### src/rtl/rpa_pkg.sv
// Package for the axis-angle rotation block: constants, types and the arctangent table.
package rpa_pkg;

  localparam int CordicStepsDef = 16;
  localparam int CoordFracDef   = 16;
  localparam int AtanEntries    = 24;
  localparam int QueueDepth     = 4;

  // CORDIC datapath width (Q.28 plus headroom)
  localparam int CW = 34;

  localparam logic signed [CW-1:0] Q28Pi     = 34'sd843314857;
  localparam logic signed [CW-1:0] Q28HalfPi = 34'sd421657428;
  localparam logic signed [CW-1:0] Q28Gain   = 34'sd163008219;

  // arctangent of 2^-i in Q.28
  function automatic logic signed [CW-1:0] atan_q28(input logic [4:0] i);
    logic signed [CW-1:0] r;
    case (i)
      5'd0:  r = 34'sd210828714;
      5'd1:  r = 34'sd124459457;
      5'd2:  r = 34'sd65760959;
      5'd3:  r = 34'sd33381290;
      5'd4:  r = 34'sd16755422;
      5'd5:  r = 34'sd8385879;
      5'd6:  r = 34'sd4193963;
      5'd7:  r = 34'sd2097109;
      5'd8:  r = 34'sd1048571;
      5'd9:  r = 34'sd524287;
      default: r = CW'(34'sd1) <<< (5'd28 - i);
    endcase
    return r;
  endfunction

  // item handed from the front to the back
  typedef struct packed {
    logic signed [31:0] eye_x;
    logic signed [31:0] eye_y;
    logic signed [31:0] eye_z;
    logic signed [32:0] dir_x;
    logic signed [32:0] dir_y;
    logic signed [32:0] dir_z;
    logic signed [15:0] axis_x;
    logic signed [15:0] axis_y;
    logic signed [15:0] axis_z;
    logic signed [CW-1:0] z0;
    logic               flip;
  } work_t;

  typedef struct packed {
    logic signed [31:0] new_target_x;
    logic signed [31:0] new_target_y;
    logic signed [31:0] new_target_z;
  } result_t;

endpackage

### src/rtl/rpa_queue.sv
// Short FIFO between front and back.
module rpa_queue #(
  parameter int Depth = rpa_pkg::QueueDepth
) (
  input  logic           clk_i,
  input  logic           rst_ni,
  input  logic           wvld_i,
  output logic           wrdy_o,
  input  rpa_pkg::work_t wdata_i,
  output logic           rvld_o,
  input  logic           rrdy_i,
  output rpa_pkg::work_t rdata_o
);
  localparam int AW = (Depth > 1) ? $clog2(Depth) : 1;
  rpa_pkg::work_t   mem_q [Depth];
  logic [AW-1:0]    wp_q, rp_q;
  logic [AW:0]      cnt_q;
  logic             wr, rd;

  assign wrdy_o  = cnt_q != (AW+1)'(Depth);
  assign rvld_o  = cnt_q != '0;
  assign wr      = wvld_i && wrdy_o;
  assign rd      = rvld_o && rrdy_i;
  assign rdata_o = mem_q[rp_q];

  always_ff @(posedge clk_i or negedge rst_ni) begin
    if (!rst_ni) begin
      wp_q <= '0; rp_q <= '0; cnt_q <= '0;
    end else begin
      if (wr) wp_q <= (wp_q == AW'(Depth-1)) ? '0 : wp_q + 1'b1;
      if (rd) rp_q <= (rp_q == AW'(Depth-1)) ? '0 : rp_q + 1'b1;
      cnt_q <= cnt_q + (AW+1)'(wr) - (AW+1)'(rd);
    end
  end

  always_ff @(posedge clk_i) begin
    if (wr) mem_q[wp_q] <= wdata_i;
  end
endmodule

### config.mk
export PLATFORM = sky130hd
export DESIGN_NAME = rpa_queue
export DESIGN_NICKNAME = d
export VERILOG_FILES = /design/src/rtl/rpa_pkg.sv /design/src/rtl/rpa_queue.sv
export SDC_FILE = /design/constraint.sdc
export NUM_CORES = 1
export LEC_CHECK = 0
export ABC_AREA = 1
export BUFFER_PORTS_ARGS = -buffer_cell sky130_fd_sc_hd__buf_4
export CORE_MARGIN = 2
export CORE_UTILIZATION = 60
export CTS_BUF_LIST = sky130_fd_sc_hd__clkbuf_8
export DETAILED_ROUTE_END_ITERATION = 10
export HOLD_SLACK_MARGIN = 0.08
export PLACE_DENSITY = 0.93
export SLEW_MARGIN = 30
export SYNTH_ARGS = -nofsm -noshare
export SYNTH_HDL_FRONTEND = slang
export SYNTH_SLANG_ARGS = --single-unit
### constraint.sdc
create_clock -name clk_i -period 16.5 [get_ports clk_i]
set_input_delay 4.95 -clock clk_i [delete_from_list [all_inputs] [get_ports clk_i]]
set_output_delay 4.95 -clock clk_i [all_outputs]
set_load 0.005 [all_outputs]
==> flow_summary.ini, run 1 <==
[outcome]
status = finished, final reports clean

[synthesis]
synth_area_mm2 = 0.0454
synth_common_cells = edfxtp_1 (1112), nand2_1 (851), inv_1 (569), o211ai_1 (346), o211ai_2 (210)
synthArstFlopShare = 0.00626
ys_warn_count = 0
synthFlopType = edfxtp_1
synth_most_common_cell = edfxtp_1
synthesis.nets = 3591
ys_types = 15
synth_edf_count = 1112
syn_area_per_cell_um2 = 13.8
seq_area_frac_synth = 0.739
netlist.area_leader.share = 0.735
synth_area_leaders = edfxtp_1 (73%), nand2_1 (7.0%), o211ai_2 (5.8%)
synth_top_cell_by_area = edfxtp_1
ys_ff_latch = 1119
netlist_instances = 3301

[worst_setup_path]
required_ns = 11.55
max_stage_delay_ns = 0.90
r2r_start = cnt_q[1]
start_kind = register
critical_path_class = reg2out
r2r_end = mem_q[1][148]
crit_path_max_fanout = 174
rrSetupSlack_ns = 12.34
arrival_ns = 5.00
crit_family = buffers and inverters
critPathSlowestCell = dfrtp_4
r2r_cells = 7
crit_path_end_kind = output port
cp.buffers_inverters = 5
path_cells = buf_4, buf_12, buf_12, buf_16, nand2_1, o211ai_1, nand2_1, buf_4

[power_and_ir_drop]
vdd_drop_max_v = 0.000182
p_leak_nw = 21.6
total_power_mw = 9.53
powerDensity_mw_per_mm2 = 178

[grt]
grt.total_usage = 0.269
grt_max_degree = 245
grt_pass1_vias = 28500
antenna_found_initial = 16
grt_overflow = 0
grt_pass1_wl_mm = 160

[timing]
max_slew_margin = 0.315
fmax_ghz = 0.100
period_needed_ns = 9.95
setup_violations = 0
hold_viol_final = 0
drv_slew = 0
worstMarginPinSlew_ns = 1.03
skew_ns = 0.0433
period_share = 0.603
rsz0062_at_grt = no
tns_ns = 0

[layout]
syn_to_final_growth_pct = 17.7
final_cell_area_mm2 = 0.0535
regArea_mm2 = 0.0336
num-nets-final = 4177
final_util = 0.716
fillers = 4123
multi_input_area_mm2 = 0.00861
drive_above_1_share = 0.253

[floorplanning]
ios = 562
fp.dieW_um = 279
die_h_um = 279
core_mm2 = 0.0747
die_area_mm2 = 0.0779
initial_core_util = 0.608
rows = 100

[min_path]
min_path_cells = 2
min-delay-start = wp_q[1]
whs_endpoint = wp_q[1]
hold_path.class = reg2reg

[drt]
routed_wl_mm = 107
wl_per_cell_um = 21.4
via_per_inst = 5.69
drc = 0
dr_total_vias = 28500
drt_iter0_drc = 2720
detail-route-antenna-nets = 0
first_pass_iters = 8

[placement]
place_congestion = 0.815
dpl_cell_area_mm2 = 0.0501
dp_hpwl_mm = 62.3
io_buffers = 561

[clock_tree]
postCtsSetupRepairBufs = 0
clkSinkCount = 1119
cts_buffers = 172
htreeDepth = 4
clkTransAtPathRegs_ns = 0.06
clk-insertion-delay-late_ns = 0.82
clockBufferDepth = 3
holdBufCountCts = 0
clk_root_buffer_cell = clkbuf_8
cts_tree = yes
cts-resized-gates = 0

[job]
cap_violations = 0
==> worst min-delay path: cells and delay by family, from the launching register on <==
| kind | cells | cell delay (ns) |
|---|---|---|
| AND/OR/NAND/NOR | 2 | 0.12 |
| flip-flops | 1 | 0.40 |
==> placed cells by master, fill, tap and decap left out <==
master and n:
edfxtp_1 1112, nand2_1 851, inv_1 636, buf_4 579
o211ai_1 346, o211ai_2 210, clkbuf_8 174, clkinv_1 42
diode_2 15, clkinv_2 15, ha_1 7, buf_12 7
buf_16 6, nand3_1 5, inv_16 5, inv_12 5
dfrtp_1 5, buf_6 5, nor2_4 4, nor2_1 3
clkinv_8 3, bufinv_16 3, dfrtp_4 2, fa_1 1
clkinv_4 1, inv_8 1, clkinvlp_4 1
==> worst max path at each step <==
stage	cells after the start	end	slack [ns]	startpoint
floorplan	2	mem_q[0][0]	-1.03	wvld_i
global placement	7	rdata_o[138]	7.78	rp_q[0]
CTS	7	rdata_o[212]	6.59	rp_q[0]
detailed placement	7	rdata_o[212]	7.57	rp_q[0]
finish	8	rdata_o[212]	6.55	rp_q[0]
global route	8	rdata_o[158]	6.22	rp_q[0]
==> routing by layer <==
layer,track usage,up-vias,share of wire
met3,0.0681,390,0.088
met5,0,-,0.00024
met1,0.306,13800,0.34
met2,0.460,1593,0.51
li1,-,12800,-
met4,0.159,4,0.059
==> power by group <==
part           internal [mW]  total [mW]  switching, mW  leakage, nW
registers               3.74        3.94          0.207         10.3
logic                   1.33        3.45           2.12         9.40
clock network           1.05        2.14           1.09         1.88
==> state kept, by name, summed over array words and instances, names as in the netlist <==
name   count
mem_q   1112
rp_q       2
cnt_q      3
wp_q       2
==> cell families after synthesis <==
kind of cell | share of synthesized area
and+or+nand+nor | 0.0714
buffers and inverters | 0.0725
adders and majority gates | 0.00237
AOI/OAI and AO/OA | 0.115
DFF | 0.739
==> layout make-up <==
class | count | area share
Multi-Input combinational cell | 1427 | 0.161
Inverter | 570 | 0.0403
Clock inverter | 142 | 0.0152
Clock buffer | 174 | 0.0448
Timing Repair Buffer | 597 | 0.0880
Antenna cell | 15 | 0.000702
Sequential cell | 1119 | 0.628
Tap cell | 969 | 0.0227
==> stage by stage <==
stage	worst slack (ns)	hold WS [ns]	cells
global route	6.22	0.569	5012
floorplan	-1.03	0.479	3301
finish	6.55	0.544	5013
CTS	6.59	0.520	4992
detailed placement	7.57	0.507	4676
global placement	7.78	0.491	4674
(Power assumes the default switching activity.)
==> run 2, diff against run 1 <==
--- a/config.mk
+++ b/config.mk
@@ -8,11 +8,11 @@
 export ABC_AREA = 1
 export BUFFER_PORTS_ARGS = -buffer_cell sky130_fd_sc_hd__buf_4
 export CORE_MARGIN = 2
-export CORE_UTILIZATION = 60
+export CORE_UTILIZATION = 54
 export CTS_BUF_LIST = sky130_fd_sc_hd__clkbuf_8
 export DETAILED_ROUTE_END_ITERATION = 10
 export HOLD_SLACK_MARGIN = 0.08
-export PLACE_DENSITY = 0.93
+export PLACE_DENSITY = 0.89
 export SLEW_MARGIN = 30
 export SYNTH_ARGS = -nofsm -noshare
 export SYNTH_HDL_FRONTEND = slang
==> constraint.sdc (replaced) <==
create_clock -name clk_i -period 8.5 [get_ports clk_i]
set_input_delay 2.55 -clock clk_i [delete_from_list [all_inputs] [get_ports clk_i]]
set_output_delay 2.55 -clock clk_i [all_outputs]
set_load 0.005 [all_outputs]
==> flow_summary.ini, run 2 (synthesized netlist as in run 1, its figures left out) <==
[outcome]
status = finished, final reports clean

[placement]
post-place-ws_ns = 3.45
dp_hpwl_mm = 59.3
io_buffers = 561
place_congestion = 0.821

[drt]
drt_iter0_drc = 2445
wl_per_cell_um = 20.0
via_per_inst = 5.41
detail-route-antenna-nets = 0
first_pass_iters = 7
dr_total_vias = 27600
drc = 0
routed_wl_mm = 102

[timing]
rsz0062_at_grt = no
drv_slew = 0
setup_violations = 0
fmax_ghz = 0.168
worstMarginPinSlew_ns = 1.13
postLayoutSetupSlackWorst_ns = 2.54
hold_viol_final = 0
skew_ns = 0.0302
max_slew_margin = 0.247
tns_ns = 0
period_needed_ns = 5.96
period_share = 0.701

[clock_tree]
clkSinkCount = 1119
holdBufCountCts = 0
cts_buffers = 173
cts-resized-gates = 0
htreeDepth = 4
clk_root_buffer_cell = clkbuf_8
cts_tree = yes
postCtsSetupRepairBufs = 0
clkTransAtPathRegs_ns = 0.06
clockBufferDepth = 3
clk-insertion-delay-late_ns = 0.80

[layout]
num-nets-final = 4170
reg.largest.list = mem_q x1112, cnt_q x3
largest_register_ffs = 1112
drive_above_1_share = 0.252
layout_common_cells = edfxtp_1 (1112), nand2_1 (851), inv_1 (626)
layout_commonest_cell = edfxtp_1
largest_register = mem_q
syn_to_final_growth_pct = 17.5

[worst_setup_path]
crit_path_max_fanout = 63
required_ns = 5.95
crit_path_end_kind = output port
start_kind = register
critical_path_class = reg2out
arrival_ns = 3.41
crit_path_frequent_cell = buf_4
critPathSlowestCell = dfrtp_4
crit_family = buffers and inverters
max_stage_delay_ns = 0.84
cp.buffers_inverters = 3
path_cells = buf_4, buf_4, o211ai_1, nand2_1, buf_4

[job]
cap_violations = 0

[grt]
grt_overflow = 0
grt_pass1_wl_mm = 153
grt.total_usage = 0.230
grt_max_degree = 209
grt_pass1_vias = 27400
antenna_found_initial = 7

[floorplanning]
die_h_um = 294
rows = 106
core_mm2 = 0.0834
ios = 562
die_area_mm2 = 0.0865
fp.dieW_um = 294
initial_core_util = 0.545

[power_and_ir_drop]
vdd_drop_max_v = 0.000369
total_power_mw = 18.2
p_leak_nw = 21.4
powerDensity_mw_per_mm2 = 340

[min_path]
hold_path.class = reg2reg
[run 2: cell types whose count changed in the layout (fill, tap and decap cells not counted), moves of 5 or more]
cell / before / now
buf_6: 5 / 0
buf_12: 7 / 16
diode_2: 15 / 7
buf_4: 579 / 571
inv_12: 5 / 0
clkinvlp_4: 1 / 9
inv_1: 636 / 626
[run 2: metrics by stage]
step | instances | cell area [µm²] | util | hold slack (ns)
after global routing | 5094 | 53400 | 0.640 | 0.549
after floorplan | 3301 | 45400 | - | 0.479
final | 5094 | 53400 | 0.640 | 0.510
after global placement | 4783 | 50300 | 0.603 | 0.489
after detailed placement | 4783 | 50300 | 0.603 | 0.497
after CTS | 5085 | 53300 | 0.639 | 0.510
[run 2: layer usage]
layer  up-vias  track usage  part of all wire
li1      12700            -                 -
met4         0        0.111             0.045
met2      1255        0.386              0.51
met1     13300        0.274              0.36
met5         -            0                 0
met3       272       0.0650             0.085
[run 2: power breakdown]
part           internal, mW  switching (mW)
clock network          1.97            2.03
logic                  2.57            3.97
registers              7.26           0.384
total                  11.8            6.38
[run 2: path summary, 6_finish.rpt]
kind / from / end / slack [ns] / cells past startpoint
worst max-delay path: rp_q[1] / rdata_o[74] / 2.54 / 5
worst min-delay path: cnt_q[0] / cnt_q[0] / 0.51 / 1
worst max register to register: cnt_q[1] / mem_q[0][170] / 5.46 / 5
worst min register to register: cnt_q[0] / cnt_q[0] / 0.51 / 1
max in group asynchronous: rst_ni / rp_q[0] / 6.82 / 1
min in group asynchronous: rst_ni / rp_q[0] / 1.55 / 1
[run 2: final cells by class]
cell class	count	area, µm²
Fill cell	5433	30000
Clock inverter	124	579
Timing Repair Buffer	589	4660
Antenna cell	7	17.5
Sequential cell	1119	33600
Inverter	570	2160
Multi-Input combinational cell	1427	8610
Tap cell	1080	1350
Clock buffer	178	2450
