$ cat src/rtl/rpa_pkg.sv
// Package for the axis-angle rotation block: constants, types and the arctangent table.
package rpa_pkg;

  localparam int CordicStepsDef = 16;
  localparam int CoordFracDef   = 16;
  localparam int AtanEntries    = 24;
  localparam int QueueDepth     = 4;

  // CORDIC datapath width (Q.28 plus headroom)
  localparam int CW = 34;

  localparam logic signed [CW-1:0] Q28Pi     = 34'sd843314857;
  localparam logic signed [CW-1:0] Q28HalfPi = 34'sd421657428;
  localparam logic signed [CW-1:0] Q28Gain   = 34'sd163008219;

  // arctangent of 2^-i in Q.28
  function automatic logic signed [CW-1:0] atan_q28(input logic [4:0] i);
    logic signed [CW-1:0] r;
    case (i)
      5'd0:  r = 34'sd210828714;
      5'd1:  r = 34'sd124459457;
      5'd2:  r = 34'sd65760959;
      5'd3:  r = 34'sd33381290;
      5'd4:  r = 34'sd16755422;
      5'd5:  r = 34'sd8385879;
      5'd6:  r = 34'sd4193963;
      5'd7:  r = 34'sd2097109;
      5'd8:  r = 34'sd1048571;
      5'd9:  r = 34'sd524287;
      default: r = CW'(34'sd1) <<< (5'd28 - i);
    endcase
    return r;
  endfunction

  // item handed from the front to the back
  typedef struct packed {
    logic signed [31:0] eye_x;
    logic signed [31:0] eye_y;
    logic signed [31:0] eye_z;
    logic signed [32:0] dir_x;
    logic signed [32:0] dir_y;
    logic signed [32:0] dir_z;
    logic signed [15:0] axis_x;
    logic signed [15:0] axis_y;
    logic signed [15:0] axis_z;
    logic signed [CW-1:0] z0;
    logic               flip;
  } work_t;

  typedef struct packed {
    logic signed [31:0] new_target_x;
    logic signed [31:0] new_target_y;
    logic signed [31:0] new_target_z;
  } result_t;

endpackage

$ cat src/rtl/rpa_if.sv
// Valid/ready channel interfaces for the rotation block.
interface rpa_in_if (input logic clk_i);
  logic               valid;
  logic               ready;
  logic signed [31:0] eye_x;
  logic signed [31:0] eye_y;
  logic signed [31:0] eye_z;
  logic signed [31:0] target_x;
  logic signed [31:0] target_y;
  logic signed [31:0] target_z;
  logic signed [15:0] axis_x;
  logic signed [15:0] axis_y;
  logic signed [15:0] axis_z;
  logic signed [15:0] turn_angle;
  modport source (output valid, eye_x, eye_y, eye_z, target_x, target_y, target_z,
                  axis_x, axis_y, axis_z, turn_angle, input ready);
  modport sink (input valid, eye_x, eye_y, eye_z, target_x, target_y, target_z,
                axis_x, axis_y, axis_z, turn_angle, output ready);
endinterface


$ cat src/rtl/rpa_front.sv
// Front end: accepts beats, forms the direction and reduces the angle.
module rpa_front (
  input  logic             clk_i,
  input  logic             rst_ni,
  rpa_in_if.sink           in_i,
  output logic             vld_o,
  output rpa_pkg::work_t   work_o,
  input  logic             rdy_i
);
  logic             vld_q;
  rpa_pkg::work_t   work_q;
  rpa_pkg::work_t   work_d;
  logic signed [rpa_pkg::CW-1:0] z;

  assign in_i.ready = !vld_q || rdy_i;

  // classify angle quadrant and reduce by pi
  always_comb begin
    z = rpa_pkg::CW'(in_i.turn_angle) <<< 15;
    work_d.flip = 1'b0;
    work_d.z0   = z;
    if (z > rpa_pkg::Q28HalfPi) begin
      work_d.z0 = z - rpa_pkg::Q28Pi; work_d.flip = 1'b1;
    end else if (z < -rpa_pkg::Q28HalfPi) begin
      work_d.z0 = z + rpa_pkg::Q28Pi; work_d.flip = 1'b1;
    end
    work_d.eye_x  = in_i.eye_x;
    work_d.eye_y  = in_i.eye_y;
    work_d.eye_z  = in_i.eye_z;
    work_d.dir_x  = 33'(in_i.target_x) - 33'(in_i.eye_x);
    work_d.dir_y  = 33'(in_i.target_y) - 33'(in_i.eye_y);
    work_d.dir_z  = 33'(in_i.target_z) - 33'(in_i.eye_z);
    work_d.axis_x = in_i.axis_x;
    work_d.axis_y = in_i.axis_y;
    work_d.axis_z = in_i.axis_z;
  end

  always_ff @(posedge clk_i or negedge rst_ni) begin
    if (!rst_ni) vld_q <= 1'b0;
    else if (in_i.ready) vld_q <= in_i.valid;
  end

  always_ff @(posedge clk_i) begin
    if (in_i.ready && in_i.valid) work_q <= work_d;
  end

  assign vld_o  = vld_q;
  assign work_o = work_q;
endmodule

$ cat src/flat_wrapper.sv
// flat-port wrapper written by rule: the top's interface ports become plain ports
module rpa_front_flat 
  (clk_i, rst_ni, vld_o, work_o, rdy_i, in_i_valid, in_i_eye_x, in_i_eye_y, in_i_eye_z, in_i_target_x, in_i_target_y, in_i_target_z, in_i_axis_x, in_i_axis_y, in_i_axis_z, in_i_turn_angle, in_i_ready);
  rpa_in_if in_i_i (.clk_i(clk_i));
  input  logic clk_i;
  input  logic rst_ni;
  output logic vld_o;
  output rpa_pkg::work_t work_o;
  input  logic rdy_i;
  input wire logic [$bits(in_i_i.valid)-1:0] in_i_valid;
  input wire logic [$bits(in_i_i.eye_x)-1:0] in_i_eye_x;
  input wire logic [$bits(in_i_i.eye_y)-1:0] in_i_eye_y;
  input wire logic [$bits(in_i_i.eye_z)-1:0] in_i_eye_z;
  input wire logic [$bits(in_i_i.target_x)-1:0] in_i_target_x;
  input wire logic [$bits(in_i_i.target_y)-1:0] in_i_target_y;
  input wire logic [$bits(in_i_i.target_z)-1:0] in_i_target_z;
  input wire logic [$bits(in_i_i.axis_x)-1:0] in_i_axis_x;
  input wire logic [$bits(in_i_i.axis_y)-1:0] in_i_axis_y;
  input wire logic [$bits(in_i_i.axis_z)-1:0] in_i_axis_z;
  input wire logic [$bits(in_i_i.turn_angle)-1:0] in_i_turn_angle;
  output wire logic [$bits(in_i_i.ready)-1:0] in_i_ready;
  assign in_i_i.valid = in_i_valid;
  assign in_i_i.eye_x = in_i_eye_x;
  assign in_i_i.eye_y = in_i_eye_y;
  assign in_i_i.eye_z = in_i_eye_z;
  assign in_i_i.target_x = in_i_target_x;
  assign in_i_i.target_y = in_i_target_y;
  assign in_i_i.target_z = in_i_target_z;
  assign in_i_i.axis_x = in_i_axis_x;
  assign in_i_i.axis_y = in_i_axis_y;
  assign in_i_i.axis_z = in_i_axis_z;
  assign in_i_i.turn_angle = in_i_turn_angle;
  assign in_i_ready = in_i_i.ready;
  rpa_front u_core (.clk_i(clk_i), .rst_ni(rst_ni), .in_i(in_i_i), .vld_o(vld_o), .work_o(work_o), .rdy_i(rdy_i));
endmodule
$ cat config.mk
export PLATFORM = sky130hd
export DESIGN_NAME = rpa_front_flat
export DESIGN_NICKNAME = d
export VERILOG_FILES = /design/src/rtl/rpa_pkg.sv /design/src/rtl/rpa_if.sv /design/src/rtl/rpa_front.sv /design/src/flat_wrapper.sv
export SDC_FILE = /design/constraint.sdc
export NUM_CORES = 1
export LEC_CHECK = 0
export ABC_AREA = 1
export BUFFER_PORTS_ARGS = -buffer_cell sky130_fd_sc_hd__buf_4
export CORE_AREA = 5 5 205 207
export CTS_CLUSTER_DIAMETER = 150
export DETAILED_ROUTE_END_ITERATION = 8
export DIE_AREA = 0 0 210 212
export PLACE_DENSITY = 0.67
export SLEW_MARGIN = 20
export SYNTH_ARGS = -nofsm -noshare
export SYNTH_HDL_FRONTEND = slang
export SYNTH_SLANG_ARGS = --single-unit
$ cat constraint.sdc
create_clock -name clk_i -period 30.5 [get_ports clk_i]
set_clock_uncertainty 0.1 [all_clocks]
set_input_delay 6.1 -clock clk_i [delete_from_list [all_inputs] [get_ports clk_i]]
set_output_delay 6.1 -clock clk_i [all_outputs]
set_load 0.01 [all_outputs]
==> results of run 1 <==
==> final timing paths <==
kind	from	to	slack, ns	depth (start not counted)
max	rdy_i	in_i_ready	17.76	4
min	u_core.vld_o	u_core.vld_o	0.51	2
max reg2reg	u_core.vld_o	u_core.work_o[27]	27.02	4
min reg2reg	u_core.vld_o	u_core.vld_o	0.51	2
max in group asynchronous	rst_ni	u_core.vld_o	25.02	1
min in group asynchronous	rst_ni	u_core.vld_o	5.20	1
==> layout make-up <==
type                       instances  area [µm²]  share of cell area (%)
antenna                            1        2.50                  0.0114
clock buffer                      36         795                    3.60
clock inverter                    19         239                    1.08
inverter                         418        1570                    7.12
multi-input combinational       1355        6770                    30.7
sequential                       264        7920                    35.9
tap                              532         666                    3.02
timing repair buffer             543        4080                    18.5
==> cell usage after synthesis <==
cell type / count / share of area (%)
nand2_1: 735 / 17
inv_1: 410 / 9.4
edfxtp_1: 263 / 48
nor2_1: 165 / 3.8
ha_1: 100 / 7.6
nand3_1: 94 / 2.9
a21oi_1: 87 / 2.7
xor2_1: 61 / 3.3
o21ai_0: 40 / 1.2
nor3_1: 25 / 0.76
nand4_1: 21 / 0.80
buf_4: 17 / 0.78
inv_2: 8 / 0.18
buf_2: 7 / 0.21
o21bai_1: 6 / 0.27
fa_1: 3 / 0.37
nand3b_1: 3 / 0.14
o21a_1: 3 / 0.14
xnor2_1: 3 / 0.16
nand2_2: 2 / 0.076
o21ai_1: 2 / 0.061
a41oi_1: 1 / 0.053
buf_6: 1 / 0.069
dfrtp_1: 1 / 0.15
nand3_2: 1 / 0.061
nor2_2: 1 / 0.038
o22ai_1: 1 / 0.038
or2_0: 1 / 0.038
==> critical path: stages <==
cell and delay [ns]:
buf_4 0.11, inv_1 0.10, nand2_1 0.09, buf_4 0.15
==> power by group <==
group / switching (mW) / total, mW / internal [mW]
Clock: 0.148 / 0.377 / 0.228
Combinational: 0.154 / 0.259 / 0.104
Sequential: 0.00896 / 0.447 / 0.438
Total: 0.312 / 1.08 / 0.771
==> registers in the layout, summed over array words and instances, names as in the netlist <==
register and cells:
u_core.work_o 263, u_core.vld_o 1
==> cell usage in the layout, fill, tap and decap left out, types with 25 or more instances in the layout <==
| master | count |
|---|---|
| o21ai_0 | 40 |
| inv_1 | 410 |
| edfxtp_1 | 263 |
| a21oi_1 | 86 |
| nand3_1 | 94 |
| nor3_1 | 25 |
| xor2_1 | 61 |
| clkbuf_16 | 31 |
| nor2_1 | 165 |
| ha_1 | 100 |
| nand2_1 | 735 |
| buf_4 | 543 |
==> routing by layer <==
| metal | vias to the layer above | GRT usage [%] |
|---|---|---|
| met4 | 2 | 7.07 |
| met2 | 535 | 40.0 |
| met5 | - | 0 |
| met1 | 6897 | 27.2 |
| li1 | 7574 | - |
| met3 | 88 | 6.20 |
==> kinds of logic after synthesis <==
family,after synthesis,share of synthesized area (%)
flops,264,48.2
fa+ha+maj,103,7.98
buf+inv,443,10.6
simple gates,1048,25.3
xor+xnor,64,3.41
compound gates,140,4.43
==> flow_summary_export.csv, run 1 <==
group,metric,value,unit
sta,layout_setup_ws,17.76,ns
sta,fmax,0.0785,GHz
sta,finalHoldViolations,0,
die,row_count,74,
synthesis,syn_inst,2062,
sta,tns,0,ns
clock_network,cts_root_buffer,"clkbuf_16",
die,io_pins,540,
clock_network,cts_setup_buffers,0,
sta,setup_viol,0,
routing,drc,0,
routing,routed.top_layer,"met5",
die,start_util,40.9,%
synthesis,syn_nets,2425,
finish,fin_nets,2975,
finish,layout.cells.non_filler,3168,
worst_hold_path,hold_class,"reg -> reg",
routing,wl_met3,4.50,mm
placement,dp_hpwl,44.3,mm
run,cap_violations,0,
pwr,total_power,1.08,mW
grt,overflow,0,
status,status,"completed",
worst_setup_path,end_kind,"output port",
grt,track_usage,22.7,%
die,die_area,0.0445,mm²
synthesis,syn_avg_cell_area,7.97,µm²
routing,drtAntennaViolNets,0,
die,core,0.0402,mm²
routing,dr.pass1.iters,5,
placement,gp_congestion,0.951,
worst_setup_path,crit_path_start_kind,"input port",
sta,slew_violations,0,
clock_network,htreeDepth,1,
clock_network,clock_path_buffers,3,
finish,drive_gt1_share,22.9,%
sta,final.min_clock_period,12.74,ns
sta,rsz0062_at_grt,"no",
clock_network,cts.sinks,264,
grt,grt_pass1_wl,80.6,mm
placement,place_ws,17.77,ns
grt,grt_max_degree,74,
pwr,ir_drop,0.0427,mV
die,die_x,210,µm
die,fp.dieH,212,µm
synthesis,seq_area_frac_synth,48.2,%
routing,routed_wl,53.1,mm
clock_network,cts_tree,"yes",
grt,antenna_found_initial,2,
finish,final_util,54.9,%
synthesis,yosys_warnings,0,
finish,fillCellCount,3805,
synthesis,ys_ff_latch,264,
worst_setup_path,critical_path.max_fanout,2,
placement,io_buffers,539,
clock_network,ctsResizeCount,0,
sta,tightest_slew,0.938,ns
worst_setup_path,crit_type,"in -> out",
sta,period_share,41.8,%
sta,fin_hold_ws,0.513,ns
worst_setup_path,arrival,6.54,ns
clock_network,numCtsBuffers,30,
pwr,p_per_area,49.1,mW/mm²
clock_network,clk_latency,0.56,ns
routing,routed-via-count,15100,
placement,post_dp_cell_area,0.0210,mm²
routing,drt_iter0_markers,845,
routing,via_per_inst,4.77,
synthesis,ys_types,28,
grt,first_global_vias,15000,
finish,area_growth,34.2,%
pwr,power.leakage,11.5,nW
finish,design_area,0.0220,mm²
routing,m1WireLength,21.0,mm
clock_network,cts.hold.buffers_added,0,
clock_network,cts.reportedPaths.clkPinSlew,0.06,ns
routing,wl_met2,25.7,mm
placement,dp_cells,3112,
routing,wl_per_cell,16.8,µm
worst_setup_path,cp.required,24.30,ns
sta,slew_headroom,37.5,%
synthesis,synth_area,0.0164,mm²
No activity file was read; power rests on OpenSTA's default activity.
==> inputs of run 2 (changes only) <==
- PLACE_DENSITY: 0.67 -> 0.7
- clock period: 30.5 -> 10.5 ns (I/O delays scaled with it)
==> flow_summary_export.csv, run 2 (synthesis results as in run 1) <==
group,metric,value,unit
status,status,"completed",
die,io_pins,540,
grt,grt_max_degree,74,
worst_setup_path,cp.required,8.30,ns
placement,gp_congestion,0.998,
placement,io_buffers,539,
sta,finalHoldViolations,0,
sta,final.min_clock_period,4.75,ns
worst_setup_path,arrival,2.55,ns
worst_setup_path,cp_cell_sequence,"buf_4 -> inv_1 -> nand2_1 -> buf_4",
run,cap_violations,0,
clock_network,ctsResizeCount,0,
finish,diodes,0,
finish,seq_area,0.00792,mm²
pwr,total_power,3.10,mW
routing,routed_wl,53.7,mm
pwr,power.leakage,11.4,nW
worst_hold_path,hold_class,"reg -> reg",
sta,tightest_slew,1.01,ns
die,die_area,0.0445,mm²
finish,layout_common_cells,"nand2_1 (735), buf_4 (543), inv_1 (410)",
clock_network,numCtsBuffers,31,
clock_network,cts_setup_buffers,0,
sta,slew_violations,0,
clock_network,clock_path_buffers,3,
finish,multiInputGateArea,0.00677,mm²
pwr,ir_drop,0.114,mV
sta,slew_headroom,32.8,%
die,die_x,210,µm
routing,drtAntennaViolNets,0,
sta,fmax,0.211,GHz
finish,layout.cells.non_filler,3169,
die,fp.dieH,212,µm
finish,final_common_cell,"nand2_1",
clock_network,clk_latency,0.56,ns
worst_setup_path,critical_path.max_fanout,2,
grt,grt_pass1_wl,81.6,mm
clock_network,cts.reportedPaths.clkPinSlew,0.06,ns
routing,routed-via-count,15300,
sta,rsz0062_at_grt,"no",
clock_network,htreeDepth,1,
sta,setup_viol,0,
finish,design_area,0.0220,mm²
finish,largest_reg_flops,263,
routing,drt_iter0_markers,1072,
routing,drc,0,
die,core,0.0402,mm²
routing,wl_per_cell,17.0,µm
placement,post_dp_cell_area,0.0210,mm²
placement,dp_hpwl,44.3,mm
grt,track_usage,23.0,%
routing,dr.pass1.iters,7,
grt,first_global_vias,15000,
grt,antenna_found_initial,0,
clock_network,cts_root_buffer,"clkbuf_16",
die,row_count,74,
worst_setup_path,crit_top_cell,"buf_4",
clock_network,cts.sinks,264,
worst_setup_path,crit_path_start_kind,"input port",
sta,period_share,45.2,%
worst_setup_path,crit_type,"in -> out",
sta,fin_hold_ws,0.499,ns
worst_setup_path,slowest_delay,0.15,ns
placement,dp_cells,3112,
die,start_util,40.9,%
clock_network,cts.hold.buffers_added,0,
finish,fin_nets,2976,
finish,fillCellCount,3761,
finish,area_growth,33.8,%
routing,via_per_inst,4.82,
worst_setup_path,crit_slowest_cell,"buf_4",
clock_network,cts_tree,"yes",
pwr,p_per_area,141,mW/mm²
finish,drive_gt1_share,22.9,%
sta,tns,0,ns
worst_setup_path,end_kind,"output port",
grt,overflow,0,
## run 2: changes by cell type in the layout (fill, tap and decap cells not counted), sizes merged
cell	change
diode	-1
clkinvlp	+1
clkinv	+3
inv	+1
bufinv	-3
## run 2: power by group
part           internal, mW  switching [mW]  total, mW
Sequential             1.27          0.0266       1.30
Combinational         0.304           0.452      0.756
Clock                 0.593           0.450       1.04
## run 2: routing by layer
metal  share of wire [%]  GRT usage (%)  vias up  wire length [µm]
met4                 2.8           6.32        0              1490
met3                 8.2           5.36       90              4410
met2                  49           41.0      588             26400
met1                  40           28.1     7021             21400
met5                   0              0        -                 0
li1                    -              -     7577                 -
## run 2: final cells by class
type	instances	share of cell area [%]
Clock buffer	36	3.61
Clock inverter	21	0.808
Inverter	418	7.14
Multi-Input combinational cell	1355	30.8
Sequential cell	264	36.0
Tap cell	532	3.03
Timing Repair Buffer	543	18.5
## run 2: path summary, 6_finish.rpt
path | slack [ns] | start | depth (start not counted) | to
hold / removal | 0.50 | u_core.vld_o | 2 | u_core.vld_o
min in group asynchronous | 1.20 | rst_ni | 1 | u_core.vld_o
hold reg to reg | 0.50 | u_core.vld_o | 2 | u_core.vld_o
setup / recovery | 5.75 | rdy_i | 4 | in_i_ready
setup reg to reg | 7.67 | u_core.vld_o | 3 | u_core.work_o[89]
max in group asynchronous | 9.02 | rst_ni | 1 | u_core.vld_o
## run 2: critical path: cells and delay by family
kind          cells  cell delay (ns)
buf+inv           3             0.36
simple gates      1             0.09
## run 2: metrics by stage
stage                     worst slack, ns  utilization, %
after floorplan                     0.113               -
after global placement               5.75            52.3
after detailed placement             5.75            52.3
after CTS                            5.75            54.7
after global routing                 5.71            54.7
final                                5.75            54.7
